--- src/hw/rtl/wavhp_pkg.sv ---
// Shared types and constants for the WAV header parser.
// No dependencies; compiled before the interfaces and modules.
package wavhp_pkg;

  // Little-endian chunk marks as they appear once four bytes are shifted in.
  localparam logic [31:0] MARK_RIFF      = 32'h4646_4952;
  localparam logic [31:0] MARK_WAVE      = 32'h4556_4157;
  localparam logic [31:0] MARK_FMT       = 32'h2074_6d66;
  localparam logic [31:0] MARK_DATA      = 32'h6174_6164;
  localparam logic [31:0] FMT_CHUNK_SIZE = 32'd16;

  localparam logic [15:0] FMT_PCM     = 16'd1;
  localparam logic [15:0] CH_MONO     = 16'd1;
  localparam logic [15:0] CH_STEREO   = 16'd2;
  localparam logic [15:0] BITS_NARROW = 16'd8;
  localparam logic [15:0] BITS_WIDE   = 16'd16;

  typedef enum logic [1:0] {
    KIND_HEADER = 2'd0,
    KIND_DATA   = 2'd1,
    KIND_ERROR  = 2'd2
  } wavhp_kind_t;

  typedef enum logic [3:0] {
    ERR_NONE       = 4'd0,
    ERR_RIFF       = 4'd1,
    ERR_WAVE       = 4'd2,
    ERR_FMT        = 4'd3,
    ERR_FMT_SIZE   = 4'd4,
    ERR_COMPRESSED = 4'd5,
    ERR_CHANNELS   = 4'd6,
    ERR_BITS       = 4'd7,
    ERR_DATA_MARK  = 4'd8
  } wavhp_err_t;

  typedef struct packed {
    wavhp_kind_t kind;
    wavhp_err_t  error_code;
    logic        stereo;
    logic        sixteen_bit;
    logic [31:0] audio_rate;
    logic [31:0] data_length;
    logic [7:0]  data_byte;
    logic        last_byte;
  } wavhp_result_t;

endpackage

--- src/hw/rtl/wavhp_in_if.sv ---
// Byte stream channel into the WAV header parser.
// Depends on nothing but the valid/ready convention.
interface wavhp_in_if;
  logic       valid;
  logic       ready;
  logic [7:0] file_byte;
  logic       start_of_file;

  modport source (output valid, output file_byte, output start_of_file, input ready);
  modport sink   (input valid, input file_byte, input start_of_file, output ready);
endinterface

--- src/hw/rtl/wavhp_out_if.sv ---
// Result channel out of the WAV header parser.
// Field widths follow the result type in wavhp_pkg.
interface wavhp_out_if;
  logic        valid;
  logic        ready;
  logic [1:0]  result_kind;
  logic [3:0]  error_code;
  logic        stereo;
  logic        sixteen_bit;
  logic [31:0] audio_rate;
  logic [31:0] data_length;
  logic [7:0]  data_byte;
  logic        last_byte;

  modport source (output valid, output result_kind, output error_code, output stereo,
                  output sixteen_bit, output audio_rate, output data_length,
                  output data_byte, output last_byte, input ready);
  modport sink   (input valid, input result_kind, input error_code, input stereo,
                  input sixteen_bit, input audio_rate, input data_length,
                  input data_byte, input last_byte, output ready);
endinterface

--- src/hw/rtl/wavhp_out_buf.sv ---
// Two-entry output register with skid stage for parser results.
// Uses wavhp_result_t from wavhp_pkg.
module wavhp_out_buf import wavhp_pkg::*; (
  input  logic          clk,
  input  logic          rst_n,
  input  logic          push,
  input  wavhp_result_t push_item,
  output logic          push_ready,
  output logic          out_valid,
  input  logic          out_ready,
  output wavhp_result_t out_item
);

  logic          out_valid_r, out_valid_nxt;
  logic          skid_valid_r, skid_valid_nxt;
  wavhp_result_t out_item_r, out_item_nxt;
  wavhp_result_t skid_item_r, skid_item_nxt;

  // A push only arrives while the skid stage is empty.
  assign push_ready = !skid_valid_r;
  assign out_valid  = out_valid_r;
  assign out_item   = out_item_r;

  always_comb begin
    out_valid_nxt  = out_valid_r;
    out_item_nxt   = out_item_r;
    skid_valid_nxt = skid_valid_r;
    skid_item_nxt  = skid_item_r;
    if (!out_valid_r || out_ready) begin
      out_valid_nxt  = skid_valid_r || push;
      out_item_nxt   = skid_valid_r ? skid_item_r : push_item;
      skid_valid_nxt = 1'b0;
    end else if (push) begin
      skid_valid_nxt = 1'b1;
      skid_item_nxt  = push_item;
    end
  end

  always_ff @(posedge clk) begin
    if (!rst_n) begin
      out_valid_r  <= 1'b0;
      skid_valid_r <= 1'b0;
    end else begin
      out_valid_r  <= out_valid_nxt;
      skid_valid_r <= skid_valid_nxt;
    end
    out_item_r  <= out_item_nxt;
    skid_item_r <= skid_item_nxt;
  end

endmodule

--- src/hw/rtl/wav_header_parser.sv ---
// Top level of the RIFF/WAVE PCM header parser.
// Depends on wavhp_pkg, wavhp_in_if, wavhp_out_if and wavhp_out_buf.
//
// The parser takes a WAV file one byte per item and checks the canonical
// 44-byte header: the RIFF, WAVE, 'fmt ' and 'data' marks, a format chunk
// size of 16, PCM format, one or two channels and 8 or 16 bits per sample.
// The first failed check gives a single error item and the parser then
// drops bytes until an item arrives with start_of_file set. A good header
// gives one header item (channel mode, sample width, sample rate, data
// length), after which every data byte passes through as a data item with
// the last one marked; bytes beyond the data length are dropped. An item
// with start_of_file set restarts the parse at header byte 0 in any phase.
// One byte is taken every clock cycle while the output buffer has room:
// each byte is handled by a single compare-and-shift step, and its result
// (if any) is registered into the output buffer before it shows on the
// output. A two-entry output buffer lets the input keep flowing while the
// output is stalled; the input only stops once both entries are full.
module wav_header_parser import wavhp_pkg::*; (
  input  logic      clk,
  input  logic      rst_n,
  wavhp_in_if.sink  in_ch,
  wavhp_out_if.source out_ch
);

  // Header byte positions at which a complete field has been shifted in.
  localparam logic [5:0] POS_RIFF     = 6'd3;
  localparam logic [5:0] POS_WAVE     = 6'd11;
  localparam logic [5:0] POS_FMT      = 6'd15;
  localparam logic [5:0] POS_FMT_SIZE = 6'd19;
  localparam logic [5:0] POS_FORMAT   = 6'd21;
  localparam logic [5:0] POS_CHANNELS = 6'd23;
  localparam logic [5:0] POS_RATE     = 6'd27;
  localparam logic [5:0] POS_BITS     = 6'd35;
  localparam logic [5:0] POS_DATA     = 6'd39;
  localparam logic [5:0] POS_LENGTH   = 6'd43;

  typedef enum logic [1:0] {
    PH_HEADER = 2'd0,
    PH_DATA   = 2'd1,
    PH_IDLE   = 2'd2
  } phase_t;

  phase_t      phase_r, phase_nxt;
  logic [5:0]  pos_r, pos_nxt;
  logic [31:0] shift_r, shift_nxt;
  logic        stereo_r, stereo_nxt;
  logic        wide_r, wide_nxt;
  logic [31:0] rate_r, rate_nxt;
  logic [31:0] remaining_r, remaining_nxt;

  logic          in_fire;
  logic          buf_ready;
  logic          res_valid;
  wavhp_result_t res_item;
  wavhp_result_t out_item;

  // Effective state for this byte: a start mark restarts the header parse.
  phase_t      cur_phase;
  logic [5:0]  cur_pos;
  logic [31:0] shifted;
  logic [15:0] half;
  logic [31:0] remaining_dec;

  assign in_ch.ready = buf_ready;
  assign in_fire     = in_ch.valid && buf_ready;

  assign cur_phase     = in_ch.start_of_file ? PH_HEADER : phase_r;
  assign cur_pos       = in_ch.start_of_file ? 6'd0 : pos_r;
  assign shifted       = {in_ch.file_byte, shift_r[31:8]};
  assign half          = shifted[31:16];
  assign remaining_dec = remaining_r - 32'd1;

  always_comb begin
    phase_nxt     = phase_r;
    pos_nxt       = pos_r;
    shift_nxt     = shift_r;
    stereo_nxt    = stereo_r;
    wide_nxt      = wide_r;
    rate_nxt      = rate_r;
    remaining_nxt = remaining_r;
    res_valid     = 1'b0;
    res_item      = '0;
    res_item.kind = KIND_HEADER;
    res_item.error_code = ERR_NONE;

    if (in_fire) begin
      phase_nxt = cur_phase;
      pos_nxt   = cur_pos;
      case (cur_phase)
        PH_DATA: begin
          res_valid          = 1'b1;
          res_item.kind      = KIND_DATA;
          res_item.data_byte = in_ch.file_byte;
          remaining_nxt      = remaining_dec;
          if (remaining_dec == 32'd0) begin
            res_item.last_byte = 1'b1;
            phase_nxt          = PH_IDLE;
          end
        end
        PH_HEADER: begin
          shift_nxt = shifted;
          pos_nxt   = cur_pos + 6'd1;
          case (cur_pos)
            POS_RIFF: begin
              if (shifted != MARK_RIFF) begin
                res_valid           = 1'b1;
                res_item.error_code = ERR_RIFF;
              end
            end
            POS_WAVE: begin
              if (shifted != MARK_WAVE) begin
                res_valid           = 1'b1;
                res_item.error_code = ERR_WAVE;
              end
            end
            POS_FMT: begin
              if (shifted != MARK_FMT) begin
                res_valid           = 1'b1;
                res_item.error_code = ERR_FMT;
              end
            end
            POS_FMT_SIZE: begin
              if (shifted != FMT_CHUNK_SIZE) begin
                res_valid           = 1'b1;
                res_item.error_code = ERR_FMT_SIZE;
              end
            end
            POS_FORMAT: begin
              if (half != FMT_PCM) begin
                res_valid           = 1'b1;
                res_item.error_code = ERR_COMPRESSED;
              end
            end
            POS_CHANNELS: begin
              if (!(half inside {CH_MONO, CH_STEREO})) begin
                res_valid           = 1'b1;
                res_item.error_code = ERR_CHANNELS;
              end else begin
                stereo_nxt = (half == CH_STEREO);
              end
            end
            POS_RATE: begin
              rate_nxt = shifted;
            end
            POS_BITS: begin
              if (!(half inside {BITS_NARROW, BITS_WIDE})) begin
                res_valid           = 1'b1;
                res_item.error_code = ERR_BITS;
              end else begin
                wide_nxt = (half == BITS_WIDE);
              end
            end
            POS_DATA: begin
              if (shifted != MARK_DATA) begin
                res_valid           = 1'b1;
                res_item.error_code = ERR_DATA_MARK;
              end
            end
            POS_LENGTH: begin
              // Header complete: report it, then pass the payload if any.
              res_valid            = 1'b1;
              res_item.kind        = KIND_HEADER;
              res_item.stereo      = stereo_r;
              res_item.sixteen_bit = wide_r;
              res_item.audio_rate  = rate_r;
              res_item.data_length = shifted;
              remaining_nxt        = shifted;
              phase_nxt            = (shifted != 32'd0) ? PH_DATA : PH_IDLE;
            end
            default: begin
            end
          endcase
          // Any check that failed above ends the parse with one error item.
          if (res_item.error_code != ERR_NONE) begin
            res_item.kind = KIND_ERROR;
            phase_nxt     = PH_IDLE;
          end
        end
        default: begin
          // Idle (and the unused phase code): bytes are dropped.
        end
      endcase
    end
  end

  always_ff @(posedge clk) begin
    if (!rst_n) begin
      phase_r <= PH_HEADER;
      pos_r   <= 6'd0;
    end else begin
      phase_r <= phase_nxt;
      pos_r   <= pos_nxt;
    end
    shift_r     <= shift_nxt;
    stereo_r    <= stereo_nxt;
    wide_r      <= wide_nxt;
    rate_r      <= rate_nxt;
    remaining_r <= remaining_nxt;
  end

  wavhp_out_buf u_out_buf (
    .clk        (clk),
    .rst_n      (rst_n),
    .push       (in_fire && res_valid),
    .push_item  (res_item),
    .push_ready (buf_ready),
    .out_valid  (out_ch.valid),
    .out_ready  (out_ch.ready),
    .out_item   (out_item)
  );

  assign out_ch.result_kind = out_item.kind;
  assign out_ch.error_code  = out_item.error_code;
  assign out_ch.stereo      = out_item.stereo;
  assign out_ch.sixteen_bit = out_item.sixteen_bit;
  assign out_ch.audio_rate  = out_item.audio_rate;
  assign out_ch.data_length = out_item.data_length;
  assign out_ch.data_byte   = out_item.data_byte;
  assign out_ch.last_byte   = out_item.last_byte;

endmodule
--- src/flat_wrapper.sv ---
// flat-port wrapper written by rule: the top's interface ports become plain ports
module wav_header_parser_flat import wavhp_pkg::*;
  (clk, rst_n, in_ch_valid, in_ch_file_byte, in_ch_start_of_file, in_ch_ready, out_ch_valid, out_ch_result_kind, out_ch_error_code, out_ch_stereo, out_ch_sixteen_bit, out_ch_audio_rate, out_ch_data_length, out_ch_data_byte, out_ch_last_byte, out_ch_ready);
  wavhp_in_if in_ch_i ();
  wavhp_out_if out_ch_i ();
  input  logic clk;
  input  logic rst_n;
  input wire logic [$bits(in_ch_i.valid)-1:0] in_ch_valid;
  input wire logic [$bits(in_ch_i.file_byte)-1:0] in_ch_file_byte;
  input wire logic [$bits(in_ch_i.start_of_file)-1:0] in_ch_start_of_file;
  output wire logic [$bits(in_ch_i.ready)-1:0] in_ch_ready;
  output wire logic [$bits(out_ch_i.valid)-1:0] out_ch_valid;
  output wire logic [$bits(out_ch_i.result_kind)-1:0] out_ch_result_kind;
  output wire logic [$bits(out_ch_i.error_code)-1:0] out_ch_error_code;
  output wire logic [$bits(out_ch_i.stereo)-1:0] out_ch_stereo;
  output wire logic [$bits(out_ch_i.sixteen_bit)-1:0] out_ch_sixteen_bit;
  output wire logic [$bits(out_ch_i.audio_rate)-1:0] out_ch_audio_rate;
  output wire logic [$bits(out_ch_i.data_length)-1:0] out_ch_data_length;
  output wire logic [$bits(out_ch_i.data_byte)-1:0] out_ch_data_byte;
  output wire logic [$bits(out_ch_i.last_byte)-1:0] out_ch_last_byte;
  input wire logic [$bits(out_ch_i.ready)-1:0] out_ch_ready;
  assign in_ch_i.valid = in_ch_valid;
  assign in_ch_i.file_byte = in_ch_file_byte;
  assign in_ch_i.start_of_file = in_ch_start_of_file;
  assign in_ch_ready = in_ch_i.ready;
  assign out_ch_valid = out_ch_i.valid;
  assign out_ch_result_kind = out_ch_i.result_kind;
  assign out_ch_error_code = out_ch_i.error_code;
  assign out_ch_stereo = out_ch_i.stereo;
  assign out_ch_sixteen_bit = out_ch_i.sixteen_bit;
  assign out_ch_audio_rate = out_ch_i.audio_rate;
  assign out_ch_data_length = out_ch_i.data_length;
  assign out_ch_data_byte = out_ch_i.data_byte;
  assign out_ch_last_byte = out_ch_i.last_byte;
  assign out_ch_i.ready = out_ch_ready;
  wav_header_parser u_core (.clk(clk), .rst_n(rst_n), .in_ch(in_ch_i), .out_ch(out_ch_i));
endmodule
--- config.mk ---
export PLATFORM = sky130hd
export DESIGN_NAME = wav_header_parser_flat
export DESIGN_NICKNAME = d
export VERILOG_FILES = /design/src/hw/rtl/wavhp_pkg.sv /design/src/hw/rtl/wavhp_in_if.sv /design/src/hw/rtl/wavhp_out_if.sv /design/src/hw/rtl/wavhp_out_buf.sv /design/src/hw/rtl/wav_header_parser.sv /design/src/flat_wrapper.sv
export SDC_FILE = /design/constraint.sdc
export NUM_CORES = 1
export LEC_CHECK = 0
export BUFFER_PORTS_ARGS = -buffer_cell sky130_fd_sc_hd__buf_2
export CAP_MARGIN = 20
export CORE_MARGIN = 2
export CORE_UTILIZATION = 50
export CTS_BUF_LIST = sky130_fd_sc_hd__clkbuf_4
export CTS_CLUSTER_DIAMETER = 50
export DETAILED_ROUTE_END_ITERATION = 10
export PLACE_DENSITY = 0.69
export SLEW_MARGIN = 20
export SYNTH_ARGS = -nofsm -noshare
export SYNTH_HDL_FRONTEND = slang
export SYNTH_SLANG_ARGS = --single-unit
--- constraint.sdc ---
create_clock -name clk -period 12.99 [get_ports clk]
set_input_delay 0.6495 -clock clk [delete_from_list [all_inputs] [get_ports clk]]
set_output_delay 0.6495 -clock clk [all_outputs]
set_load 0.01 [all_outputs]
## Word-level counts from Yosys, hierarchy flattened

Index checks and enable logic that the tools add are counted.

| storage, ports and cells | value |
|---|---|
| flip-flop bits (word level) | 270 |
| output and inout port bits | 83 |
| word-level logic and storage cells | 111 |

| cells by class | value |
|---|---|
| $add $sub $neg | 2 |
| equality and inequality tests | 22 |
| muxes and demuxes | 40 |
| bitwise operators | 2 |
| reduce and logical (&&, ||, !) cells | 20 |

Operators by type and width:

| cell | count |
|---|---|
| $mux W81 | 2 |
| $ne A32 B31 Y1 const B | 3 |
| $mux W70 | 1 |
| $mux W66 | 1 |
| $pmux W32 S2 | 1 |
| $logic_not A32 Y1 | 1 |
| $mux W32 | 1 |
| $ne A32 B30 Y1 const B | 1 |
| $ne A32 B5 Y1 const B | 1 |
| $pmux W4 S8 | 1 |
| $reduce_bool A32 Y1 | 1 |
| $sub A32 B1 Y32 const B | 1 |
| $eq A6 B5 Y1 const B | 4 |
| $eq A6 B6 Y1 const B | 3 |
| $eq A16 B1 Y1 const B | 1 |
| $eq A16 B2 Y1 const B | 1 |
| $eq A16 B4 Y1 const B | 1 |
| $eq A16 B5 Y1 const B | 1 |
| $mux W2 | 8 |
| $ne A16 B1 Y1 const B | 1 |
| $eq A6 B4 Y1 const B | 2 |
| $mux W3 | 4 |
| $mux W4 | 3 |
| $mux W6 | 2 |
| 20 further kinds | 40 |

## Logic depth before layout (Yosys ltp)

Gate-level depths: netlist of the first run.

| logic depth | value |
|---|---|
| depth after elaboration | 11 |
| mapped depth | 13 |
| depth with buffers taken out | 11 |

## By module

From an unflattened synthesis of the first run, not the netlist that was laid out.

| second synthesis, totals | value |
|---|---|
| cell total of the unflattened synthesis | 771 |
| area, all modules | 11302.1 µm² |

Modules (own cells, without submodules):

| module | times used | cells an instance | area an instance (µm²) | seq. area each (µm²) |
|---|---|---|---|---|
| wavhp_out_buf | 1 | 261 | 5948.2 | 4904.7 |
| wav_header_parser | 1 | 510 | 5353.9 | 2862.7 |

## Worst setup path after synthesis of the first run

No wires, ideal clock.

| timing | value |
|---|---|
| path kind | input port to flip-flop |
| start point | in out_ch_ready |
| end point | reg u_core.u_out_buf.skid_item_r[0] (netlist bit), enable pin |
| arrival time | 6.223 ns |
| data required time | 12.469 ns |
| setup slack | 6.246 ns |
| stages on the path | 2 |
| path buffers | 0 |
| path through | nand2b_1 -> nor2_1 |

| on the way | value |
|---|---|
| longest elaborated chain between the ends | 3 |

Ends and longest elaborated chain:

| element | line | RTL |
|---|---|---|
| start: declaration | flat_wrapper.sv:21 | `input wire logic [$bits(out_ch_i.ready)-1:0] out_ch_ready;` |
| $logic_or A1 B1 Y1 | wavhp_out_buf.sv:29 | `if (!out_valid_r \|\| out_ready) begin` |
| $not A1 Y1 (no source line) | n/a |  |
| $reduce_and A2 Y1 (no source line) | n/a |  |
| end signal: assignment | wavhp_out_buf.sv:48 | `skid_item_r <= skid_item_nxt;` |
| end: declaration | wavhp_out_buf.sv:17 | `wavhp_result_t skid_item_r, skid_item_nxt;` |

Every way passes these cells.
A chain may end at the register's enable or synchronous reset.

## Worst setup path in the final report of the first run

| timing | value |
|---|---|
| start point | in in_ch_start_of_file |
| end point | reg u_core.u_out_buf.skid_item_r[9] (netlist bit), enable pin |

| on the way | value |
|---|---|
| longest elaborated chain between the ends | 7 |
| elaborated cells between the ends (all ways) | 18 |
| those cells by class | eq/ne: 10; mux: 5; reduce/logical: 3 |

Ends and longest elaborated chain:

| element | line | RTL |
|---|---|---|
| start: declaration | flat_wrapper.sv:10 | `input wire logic [$bits(in_ch_i.start_of_file)-1:0] in_ch_start_of_file;` |
| $mux W6 | wav_header_parser.sv:68 | `assign cur_pos = in_ch.start_of_file ? 6'd0 : pos_r;` |
| $eq A6 B6 Y1 (tied with other cells) | wav_header_parser.sv:103 | `case (cur_pos)` |
| $pmux W1 S9 | wav_header_parser.sv:103 |  |
| $pmux W1 S2 (*) | wav_header_parser.sv:89 | `case (cur_phase)` |
| $mux W1 (*) | wav_header_parser.sv:86 | `if (in_fire) begin` |
| $logic_and A1 B1 Y1 (*) | wav_header_parser.sv:204 | `.push (in_fire && res_valid),` |
| $reduce_and A2 Y1 (no source line) (*) | n/a |  |

Mark *: on every way between the ends. The rest lies on a longest branch, timed or not.

==> results by group, run 1 <==
CTS
  • H-tree depth: 3
  • CTS resizes: 0
  • CTS root buf: clkbuf_4
  • Post-CTS Setup Inserts: 0
  • CTS sink count: 262
  • Hold buffer count at cts: 0
  • Clock Path Buffers: 3
  • Cts bufs inserted: 67
  • CTS tree: done
  • Clock latency on the worst-skew pair: 0.66 ns
  • Clk pin slew, worst setup/hold paths: 0.06 ns

STA
  • Min Tclk post-route: 4.04 ns
  • Worst-Margin Slew: 1.02 ns
  • Final worst slack: 8.95 ns
  • Worst clock skew: 0.0370 ns
  • Total negative setup slack: 0 ns
  • Fin. max-slew vios: 0
  • Unrepaired setup endpoints after global routing: no
  • Tcrit/Tclk final: 0.311
  • Fmax: 248 MHz
  • Setup-failing EPs final: 0
  • Slew headroom: 0.315
  • Final Hold Fails: 0

Synth
  • Seq/Total Area, Yosys: 0.694
  • Post-Syn Nets: 836
  • Synth Warn #: 0
  • Top cells by area, synth: edfxtp_1 68%, a21o_1 5.3%, and3_1 3.9%
  • FF+latch count, synth: 262
  • Synthesized instance count: 819
  • Number of synthesized flops with an enable pin: 252
  • Mean Syn Cell Area: 13.7 um^2
  • Netlist Area Pre-Place: 11200 um^2
  • Share of the synthesized area in the top cell type: 0.676
  • Yosys top cell by area: edfxtp_1
  • Asr flop ratio synth: 0
  • Synth cell types: 63
  • Synth Flop Type: edfxtp_1

Worst setup path
  • Req. time, crit path: 13.25 ns
  • WS Path Type: primary input to flop
  • Crit path DAT: 4.30 ns
  • Crit start category: primary input
  • Max FO, Critical Path: 58
  • Reg2Reg Depth: 10
  • R2R Setup Slk: 8.95 ns
  • Worst setup EP type: flop

Detailed routing
  • Via count: 7268
  • Wire per inst: 19.6 um
  • Routed vias/inst: 5.75
  • Post-DRT Antenna Nets: 0
  • Drt total wl: 24800 um
  • DRC: 0
  • First DRT Iteration DRCs: 677
  • DR pass1 iterations: 5

Cells and area
  • Non-Filler Instances: 1265
  • Most common cell after layout, fill and taps aside: edfxtp_1
  • Most frequent cells in the layout: 252 x edfxtp_1, 95 x buf_2, 90 x clkbuf_4, 79 x a21o_1, 70 x and3_1
  • Fin area: 12700 um^2
  • Final nets: 963
  • Area Overhead vs Synth: 13.5%
  • Fill count: 1771
  • Layout cell share with drive strength beyond 1: 0.224

Global routing
  • Vias in the first global route: 7138
  • GRT Total Usage: 0.210
  • First-pass GRT wire length: 38800 um
  • Initial antenna violation count: 1
  • Grt total ovfl: 0
  • Largest net degree at the start of global routing: 98

Floorplan
  • Die Y: 154 um
  • Core area: 21900 um^2
  • Die area: 23600 um^2
  • Die W: 154 um
  • Top Ports: 96
  • Initial Utilization: 0.512
  • Cell Rows: 54

Place
  • # port buffers: 95
  • Dpl hpwl: 15500 um
  • Post-Place Cells: 1157
  • Worst slack, placed: 8.40 ns
  • Placed Area: 11900 um^2
  • Routability cong.: 0.889

Min path
  • Hold WC Path Type: primary input to flop
  • WHS Path Cells: 3

Power
  • Leak pwr: 5.54 nW
  • Max rail drop VDD: 0.0000572 V
  • Total chip power: 1.61 mW
  • Power density cells: 127 nW/um^2

Flow run
  • Max Cap Viol: 0

Run status
  • Outcome: finished, final reports clean
==> layout make-up <==
type,instances,area (um^2),share of cell area
Antenna cell,1,2.50,0.000197
Clock buffer,90,676,0.0531
Clock inverter,17,95.1,0.00748
Timing Repair Buffer,103,536,0.0421
Sequential cell,262,7770,0.611
Tap cell,280,350,0.0276
Multi-Input combinational cell,501,3250,0.255
Inverter,11,41.3,0.00325
==> path summary, 6_finish.rpt <==
check | to | startpoint
worst max-delay path | u_core.u_out_buf.skid_item_r[9]$_DFFE_PP_ | in_ch_start_of_file
worst min-delay path | u_core.phase_r[0]$_SDFFE_PN0P_ | rst_n
worst min register to register | u_core.pos_r[1]$_SDFFE_PN0P_ | u_core.pos_r[1]$_SDFFE_PN0P_
worst max register to register | u_core.u_out_buf.skid_item_r[9]$_DFFE_PP_ | u_core.pos_r[0]$_SDFFE_PN0P_
==> sequential cells by signal (all words and copies together), names as in the netlist <==
name	count
u_core.u_out_buf.skid_valid_r	1
u_core.wide_r	1
u_core.u_out_buf.out_valid	1
u_core.phase_r	2
u_core.shift_r	24
u_core.rate_r	32
u_core.u_out_buf.out_item	81
u_core.remaining_r	32
u_core.u_out_buf.skid_item_r	81
u_core.pos_r	6
u_core.stereo_r	1
==> where the power goes <==
group / total, mW / switching, mW / leakage [nW] / internal [mW]
Clock: 0.653 / 0.314 / 0.462 / 0.339
Combinational: 0.0270 / 0.0195 / 2.60 / 0.00757
Sequential: 0.935 / 0.0115 / 2.47 / 0.923
==> Yosys cell counts (8+ instances only) <==
cell type	n
and2_1	11
edfxtp_1	252
inv_1	10
a21o_1	79
o21ai_0	36
nand4_1	10
clkbuf_1	39
nor4_1	25
and3_1	70
nor3_1	11
nand2b_1	8
nand3_1	10
dfxtp_1	10
xnor2_1	24
nor2_1	38
nand2_1	69
==> metal layers <==
layer	up-vias	part of all wire	global-route usage
met5	-	0	0
met4	0	0.019	0.0791
met2	285	0.47	0.326
met1	3516	0.45	0.294
li1	3434	-	-
met3	33	0.063	0.0431
==> critical path, stage by stage <==
cell and delay [ns]:
buf_2 0.18, inv_1 0.24, nand2_1 0.12, inv_1 0.09, ha_1 0.26, nor4b_1 0.38
nand3b_1 0.19, a21oi_1 0.26, nor4bb_1 0.11, o211ai_1 0.19, o221ai_2 0.22, nor2_4 0.61
buf_4 0.72
==> cells by family after synthesis <==
logic type / Yosys count / share of synthesized area
compound gates: 154 / 0.0943
xor+xnor: 31 / 0.0249
fa+ha+maj: 4 / 0.00447
buf+inv: 56 / 0.0200
flops: 262 / 0.694
simple gates: 312 / 0.163
==> stage by stage <==
| step | hold slack (ns) | util |
|---|---|---|
| 6_report | 0.344 | 0.581 |
| 3_5_place_dp | 0.494 | 0.545 |
| 4_1_cts | 0.307 | 0.581 |
| 5_1_grt | 0.312 | 0.581 |
| 3_3_place_gp | 0.491 | 0.545 |
| 2_1_floorplan | 0.478 | - |
No activity file was read; power rests on OpenSTA's default activity.
==> inputs of run 2 (changes only) <==
--- a/config.mk
+++ b/config.mk
@@ -12,7 +12,7 @@
 export CTS_BUF_LIST = sky130_fd_sc_hd__clkbuf_4
 export CTS_CLUSTER_DIAMETER = 50
 export DETAILED_ROUTE_END_ITERATION = 10
-export PLACE_DENSITY = 0.69
+export PLACE_DENSITY = 0.71
 export SLEW_MARGIN = 20
 export SYNTH_ARGS = -nofsm -noshare
 export SYNTH_HDL_FRONTEND = slang
==> constraint.sdc (replaced) <==
create_clock -name clk -period 3.25 [get_ports clk]
set_input_delay 0.1625 -clock clk [delete_from_list [all_inputs] [get_ports clk]]
set_output_delay 0.1625 -clock clk [all_outputs]
set_load 0.01 [all_outputs]
==> run 2 against run 1 <==
  * Sequential share of layout area shrank 2.1 points
  * Via count up 3.7%
  * Flip-flop and latch count unchanged
  * Non-clock buffer count rose by 31
  * Die area did not move
  * Cell area up 3.6%
==> results by group, run 2 (synthesis results as in run 1) <==
Detailed routing
  • Routed vias/inst: 5.78 (+0.57%)
  • DRC: 0 (unchanged)
  • Via count: 7535 (+3.7%)
  • Wire per inst: 19.8 um (+1.0%)
  • First DRT Iteration DRCs: 667 (-1.5%)
  • Drt total wl: 25900 um (+4.1%)
  • Post-DRT Antenna Nets: 0 (unchanged)
  • DR pass1 iterations: 5 (unchanged)

Place
  • # port buffers: 95 (unchanged)
  • Routability cong.: 0.934 (+5.0%)
  • Dpl hpwl: 16500 um (+6.3%)
  • Worst slack, placed: 0.205 ns (-8.19 ns)

Min path
  • Worst Hold Launch: in_ch_valid
  • WHS Path Cells: 5 (+2)
  • Hold WC Path Type: primary input to flop
  • Hold Crit Endpoint: u_core.phase_r[1]$_SDFFE_PN0P_

Floorplan
  • Cell Rows: 54 (unchanged)
  • Die area: 23600 um^2 (unchanged)
  • Core area: 21900 um^2 (unchanged)
  • Top Ports: 96 (unchanged)
  • Die Y: 154 um (unchanged)
  • Die W: 154 um (unchanged)
  • Initial Utilization: 0.512 (unchanged)

Global routing
  • Grt total ovfl: 0 (unchanged)
  • Largest net degree at the start of global routing: 83 (-15%)
  • GRT Total Usage: 0.220 (+0.0102)
  • Vias in the first global route: 7468 (+4.6%)
  • First-pass GRT wire length: 40700 um (+4.8%)
  • Initial antenna violation count: 2 (+1)

Worst setup path
  • Max FO, Critical Path: 42 (-28%)
  • Crit path DAT: 3.46 ns (-0.84 ns)
  • Reg-to-reg endpoint: u_core.u_out_buf.skid_item_r[41]$_DFFE_PP_
  • CP Buf/Inv Count: 1 (-3)
  • Reg2Reg Depth: 8 (-2)
  • Instance count on the critical path: 8 (-5)
  • Slowest stage cell, crit path: edfxtp_1
  • WS Path Type: flop to flop
  • Crit start category: flop
  • Slowest stage delay, CP: 0.51 ns (-0.21 ns)
  • R2R Setup Slk: 0.16 ns (-8.79 ns)
  • R2r startpoint: u_core.shift_r[29]$_DFFE_PP_
  • Top delay family on crit path: simple AND/OR/NAND/NOR gates
  • Req. time, crit path: 3.63 ns (-9.62 ns)
  • Critical Path, Cell by Cell: nor4_4, or4b_1, or4_1, o21ai_1, o211ai_1, o221ai_2, nor2_4, buf_12
  • Worst setup EP type: flop

Power
  • Total chip power: 6.69 mW (+310%)
  • Power density cells: 508 nW/um^2 (+300%)
  • Clock group share of total power: 0.420 (+0.016)
  • Max rail drop VDD: 0.000271 V (+370%)
  • Combinational share of power: 0.024 (+0.007)
  • Switching Share: 0.216 (+0.00283)
  • Internal power: 5.24 mW (+310%)
  • Net Switching: 1.45 mW (+320%)
  • Leak pwr: 5.73 nW (+3.4%)
  • Reg power frac: 0.556 (-0.023)

STA
  • Setup-failing EPs final: 0 (unchanged)
  • Min Tclk post-route: 3.09 ns
  • Slew headroom: 0.316 (+0.00127)
  • Tcrit/Tclk final: 0.950
  • Final Hold Fails: 0 (unchanged)
  • WHS: 0.0681 ns (-0.276 ns)
  • Fmax: 324 MHz
  • Worst-Margin Slew: 1.02 ns (-0.00191 ns)
  • Final worst slack: 0.162 ns (-8.79 ns)
  • Worst clock skew: 0.0308 ns (-0.00624 ns)
  • Fin. max-slew vios: 0 (unchanged)
  • Unrepaired setup endpoints after global routing: no

Cells and area
  • Final nets: 994 (+3.2%)
  • Most frequent cells in the layout: 252 x edfxtp_1, 95 x buf_2, 94 x clkbuf_4, 79 x a21o_1, 69 x and3_1
  • Area Overhead vs Synth: 17.7%
  • Most common cell after layout, fill and taps aside: edfxtp_1
  • Layout cell share with drive strength beyond 1: 0.259 (+0.0355)

CTS
  • Clk pin slew, worst setup/hold paths: 0.07 ns (about the same)
  • Clock latency on the worst-skew pair: 0.66 ns (about the same)
  • CTS tree: done
  • Clock Path Buffers: 3 (unchanged)
  • H-tree depth: 3 (unchanged)
  • CTS root buf: clkbuf_4
  • CTS sink count: 262 (unchanged)
  • Cts bufs inserted: 67 (unchanged)

Flow run
  • Max Cap Viol: 0 (unchanged)

Run status
  • Outcome: finished, final reports clean
-- run 2: cell count changes in the layout (fill, tap and decap cells not counted), sizes merged --
| cell | before | now |
|---|---|---|
| bufinv | 1 | 2 |
| clkinv | 13 | 15 |
| buf | 103 | 125 |
| dlygate4sd3 | 0 | 9 |
| clkinvlp | 1 | 3 |
| inv | 13 | 12 |
| clkbuf | 90 | 94 |
-- run 2: through the flow --
| stage | TNS, ns | utilization | cells | instance area [um^2] |
|---|---|---|---|---|
| 3_3_place_gp | 0 | 0.558 | 1179 | 12200 |
| 6_report | 0 | 0.602 | 1304 | 13200 |
| 5_1_grt | 0 | 0.602 | 1304 | 13200 |
| 2_1_floorplan | -251.08 | - | 819 | 11300 |
| 4_1_cts | 0 | 0.601 | 1303 | 13200 |
| 3_5_place_dp | 0 | 0.558 | 1179 | 12200 |
-- run 2: metal layers --
metal  GRT usage  routed length, um  up-vias
met5           0                 13        -
met4       0.101                878        2
met3      0.0538               1960       81
met2       0.330              11700      319
met1       0.305              11300     3624
li1            -                  -     3509
-- run 2: worst reg2reg max path: stages, from the launching register on --
cell and delay [ns]:
edfxtp_1 0.51, nor4_4 0.25, or4b_1 0.46, or4_1 0.47, o21ai_1 0.18, o211ai_1 0.17, o221ai_2 0.29, nor2_4 0.20
buf_12 0.26
-- run 2: worst max-delay path by stage --
stage                               startpoint                                         end  slack [ns]
2_1_floorplan     u_core.pos_r[0]$_SDFFE_PN0P_   u_core.u_out_buf.skid_item_r[0]$_DFFE_PP_       -2.21
3_3_place_gp      u_core.shift_r[28]$_DFFE_PP_  u_core.u_out_buf.skid_item_r[53]$_DFFE_PP_        0.20
3_5_place_dp               in_ch_start_of_file  u_core.u_out_buf.skid_item_r[53]$_DFFE_PP_        0.21
4_1_cts           u_core.shift_r[28]$_DFFE_PP_  u_core.u_out_buf.skid_item_r[60]$_DFFE_PP_        0.19
5_1_grt        u_core.remaining_r[0]$_DFFE_PP_              u_core.phase_r[0]$_SDFFE_PN0P_        0.01
6_report          u_core.shift_r[29]$_DFFE_PP_  u_core.u_out_buf.skid_item_r[41]$_DFFE_PP_        0.16
-- run 2: repair_timing --
item                                    CTS  global route
setup buffers                             0             0
hold buffers                              9             0
resized for setup                         0             2
endpoints found under the setup margin    0            51
hold endpoints to repair                 48             0
-- run 2: layout make-up --
| cell class | count | area [um^2] |
|---|---|---|
| diodes | 1 | 2.50 |
| clock buffers | 94 | 706 |
| clock inverters | 21 | 146 |
| fillers | 1748 | 8710 |
| inverters | 11 | 46.3 |
| multi-input cells | 501 | 3340 |
| flip-flops and latches | 262 | 7770 |
| well taps | 280 | 350 |
| repair buffers | 134 | 816 |
-- run 2: power groups by stage --
| stage | Combinational, mW | Sequential [mW] | Clock, mW |
|---|---|---|---|
| final | 0.160 | 3.72 | 2.81 |
| after global routing | 0.171 | 3.72 | 3.06 |
| after CTS | 0.157 | 3.72 | 2.88 |
| after detailed placement | 0.148 | 3.79 | 0 |
| after global placement | 0.148 | 3.79 | 0 |
| after floorplan | 0.0632 | 3.78 | 0 |
==> inputs of run 3 (changes only) <==
--- a/config.mk
+++ b/config.mk
@@ -7,6 +7,7 @@
 export LEC_CHECK = 0
 export BUFFER_PORTS_ARGS = -buffer_cell sky130_fd_sc_hd__buf_2
 export CAP_MARGIN = 20
+export CORE_ASPECT_RATIO = 1.4
 export CORE_MARGIN = 2
 export CORE_UTILIZATION = 50
 export CTS_BUF_LIST = sky130_fd_sc_hd__clkbuf_4
==> run 3 against run 2 <==
  * First-iteration DRC count shrank 9.0%
  * Wire length shrank 5.1%
  * Largest cell class unchanged
  * Highest routed layer is now met4
  * Flip-flop and latch count is the same
==> results by group, run 3 (synthesis results as in run 1) <==
Detailed routing
  • Post-DRT Antenna Nets: 0 (unchanged)
  • Drt total wl: 24600 um (-5.1%)
  • Via count: 7359 (-2.3%)
  • Routed vias/inst: 5.58 (-3.4%)
  • DRC: 0 (unchanged)
  • DR pass1 iterations: 5 (unchanged)
  • First DRT Iteration DRCs: 607 (-9.0%)
  • Wire per inst: 18.6 um (-6.1%)

Worst setup path
  • Req. time, crit path: 3.66 ns (+0.03 ns)
  • Crit path DAT: 3.52 ns (+0.06 ns)
  • Max FO, Critical Path: 29 (-31%)
  • Reg2Reg Depth: 8 (unchanged)
  • Slowest stage cell, crit path: edfxtp_1
  • R2R Setup Slk: 0.15 ns (about the same)
  • R2r startpoint: u_core.shift_r[28]$_DFFE_PP_
  • WS Path Type: flop to flop
  • Top delay family on crit path: simple AND/OR/NAND/NOR gates
  • Reg-to-reg endpoint: u_core.u_out_buf.skid_item_r[22]$_DFFE_PP_
  • Critical Path, Cell by Cell: nor4b_1, nand4_1, or4_1, o21ai_1, o211ai_1, o221ai_4, nor2_4, buf_12
  • Slowest stage delay, CP: 0.61 ns (+0.10 ns)
  • Crit start category: flop
  • Worst setup EP type: flop
  • CP Buf/Inv Count: 1 (unchanged)

STA
  • Unrepaired setup endpoints after global routing: no
  • Final Hold Fails: 0 (unchanged)
  • Tcrit/Tclk final: 0.955 (+0.00460)
  • Fin. max-slew vios: 0 (unchanged)
  • Fmax: 322 MHz (-0.48%)
  • Min Tclk post-route: 3.10 ns (+0.0150 ns)
  • Worst-Margin Slew: 0.933 ns (-0.0896 ns)
  • Setup-failing EPs final: 0 (unchanged)
  • WHS: 0.0673 ns (-0.000755 ns)
  • Worst clock skew: 0.0396 ns (+0.00888 ns)
  • Slew headroom: 0.378 (+0.0623)
  • Final worst slack: 0.147 ns (-0.0150 ns)

Power
  • Total chip power: 6.48 mW (-3.1%)
  • Max rail drop VDD: 0.000251 V (-7.4%)
  • Leak pwr: 5.69 nW (-0.70%)
  • Power density cells: 493 nW/um^2 (-2.9%)

CTS
  • Cts bufs inserted: 60 (-10%)
  • CTS tree: done
  • H-tree depth: 2 (-1)
  • CTS sink count: 262 (unchanged)
  • Clock latency on the worst-skew pair: 0.70 ns (+0.04 ns)
  • Clock Path Buffers: 3 (unchanged)
  • Clk pin slew, worst setup/hold paths: 0.07 ns (about the same)
  • CTS root buf: clkbuf_4

Floorplan
  • Cell Rows: 64 (+19%)
  • Core area: 21900 um^2 (+0.23%)
  • Top Ports: 96 (unchanged)
  • Initial Utilization: 0.510 (-0.00117)
  • Die W: 130 um (-15%)
  • Die Y: 181 um (+18%)
  • Die area: 23600 um^2 (about the same)

Place
  • Routability cong.: 0.913 (-2.2%)
  • # port buffers: 95 (unchanged)
  • Post-Place Cells: 1190 (+0.93%)
  • Dpl hpwl: 15900 um (-3.7%)
  • Worst slack, placed: 0.197 ns (-0.00838 ns)

Min path
  • WHS Path Cells: 3 (-2)
  • Hold WC Path Type: primary input to flop
  • Worst Hold Launch: out_ch_ready
  • Hold Crit Endpoint: u_core.u_out_buf.skid_valid_r$_SDFFE_PP0P_

Run status
  • Outcome: finished, final reports clean

Global routing
  • GRT Total Usage: 0.212 (-0.00809)
  • Initial antenna violation count: 1 (-1)
  • First-pass GRT wire length: 38800 um (-4.7%)
  • Largest net degree at the start of global routing: 98 (+18%)
  • Grt total ovfl: 0 (unchanged)
  • Vias in the first global route: 7200 (-3.6%)

Cells and area
  • Non-Filler Instances: 1318 (+1.1%)
  • Final nets: 984 (-1.0%)
  • Most common cell after layout, fill and taps aside: edfxtp_1
  • Area Overhead vs Synth: 17.4%
  • Layout cell share with drive strength beyond 1: 0.244 (-0.0149)
  • Post-layout util: 0.599 (-0.00291)
  • Most frequent cells in the layout: 252 x edfxtp_1, 95 x buf_2, 81 x clkbuf_4, 79 x a21o_1, 70 x and3_1
  • Fill count: 1765 (+0.97%)

Flow run
  • Max Cap Viol: 0 (unchanged)
[run 3: changes by cell type in the layout (fill, tap and decap cells not counted), sizes merged]
cell         before  now
buf             125  119
clkbuf           94   81
clkinv           15   27
clkinvlp          3    0
diode             1    5
dlygate4sd3       9   11
nor2             38   39
[run 3: worst max path at each step]
| stage | depth (start not counted) | to | startpoint |
|---|---|---|---|
| 2_1_floorplan | 10 | u_core.u_out_buf.skid_item_r[0]$_DFFE_PP_ | u_core.pos_r[0]$_SDFFE_PN0P_ |
| 4_1_cts | 8 | u_core.u_out_buf.skid_item_r[24]$_DFFE_PP_ | u_core.shift_r[26]$_DFFE_PP_ |
| 3_5_place_dp | 9 | u_core.phase_r[0]$_SDFFE_PN0P_ | u_core.remaining_r[0]$_DFFE_PP_ |
| 3_3_place_gp | 9 | u_core.phase_r[0]$_SDFFE_PN0P_ | u_core.remaining_r[1]$_DFFE_PP_ |
| 5_1_grt | 8 | u_core.u_out_buf.skid_item_r[19]$_DFFE_PP_ | u_core.shift_r[26]$_DFFE_PP_ |
| 6_report | 8 | u_core.u_out_buf.skid_item_r[22]$_DFFE_PP_ | u_core.shift_r[28]$_DFFE_PP_ |
[run 3: power by group]
part,leakage (nW),total [mW],switching (mW),internal [mW]
registers,2.47,3.72,0.0362,3.69
clock network,0.472,2.61,1.27,1.34
logic,2.74,0.144,0.0935,0.0506
total,5.69,6.48,1.40,5.07
[run 3: routing by layer]
layer	wire length [um]	global-route usage
met4	599	0.0715
met2	12500	0.354
met5	0	0
met3	1300	0.0406
met1	10200	0.276
[run 3: cell type report]
type | count | area (um^2) | area share
antenna | 5 | 12.5 | 0.000952
multi-input combinational | 502 | 3350 | 0.255
sequential | 262 | 7770 | 0.591
tap | 297 | 372 | 0.0283
inverter | 11 | 46.3 | 0.00352
clock buffer | 81 | 608 | 0.0463
timing repair buffer | 130 | 803 | 0.0611
clock inverter | 30 | 181 | 0.0138
[run 3: what timing repair did]
item,4_1_cts,5_1_grt
endpoints found under the setup margin,0,64
setup buffers,0,0
endpoints found under the hold margin,48,0
hold buffers,11,0
resized for setup,0,2
[run 3: metrics by stage]
step                      area, um^2  setup TNS, ns
after floorplan                11300        -251.08
after global placement         12200              0
after detailed placement       12200              0
after CTS                      13100              0
after global routing           13100              0
final                          13100              0
[run 3: worst min-delay path, stage by stage]
cell	delay (ns)
buf_2	0.08
nand2b_4	0.34
a211oi_1	0.12
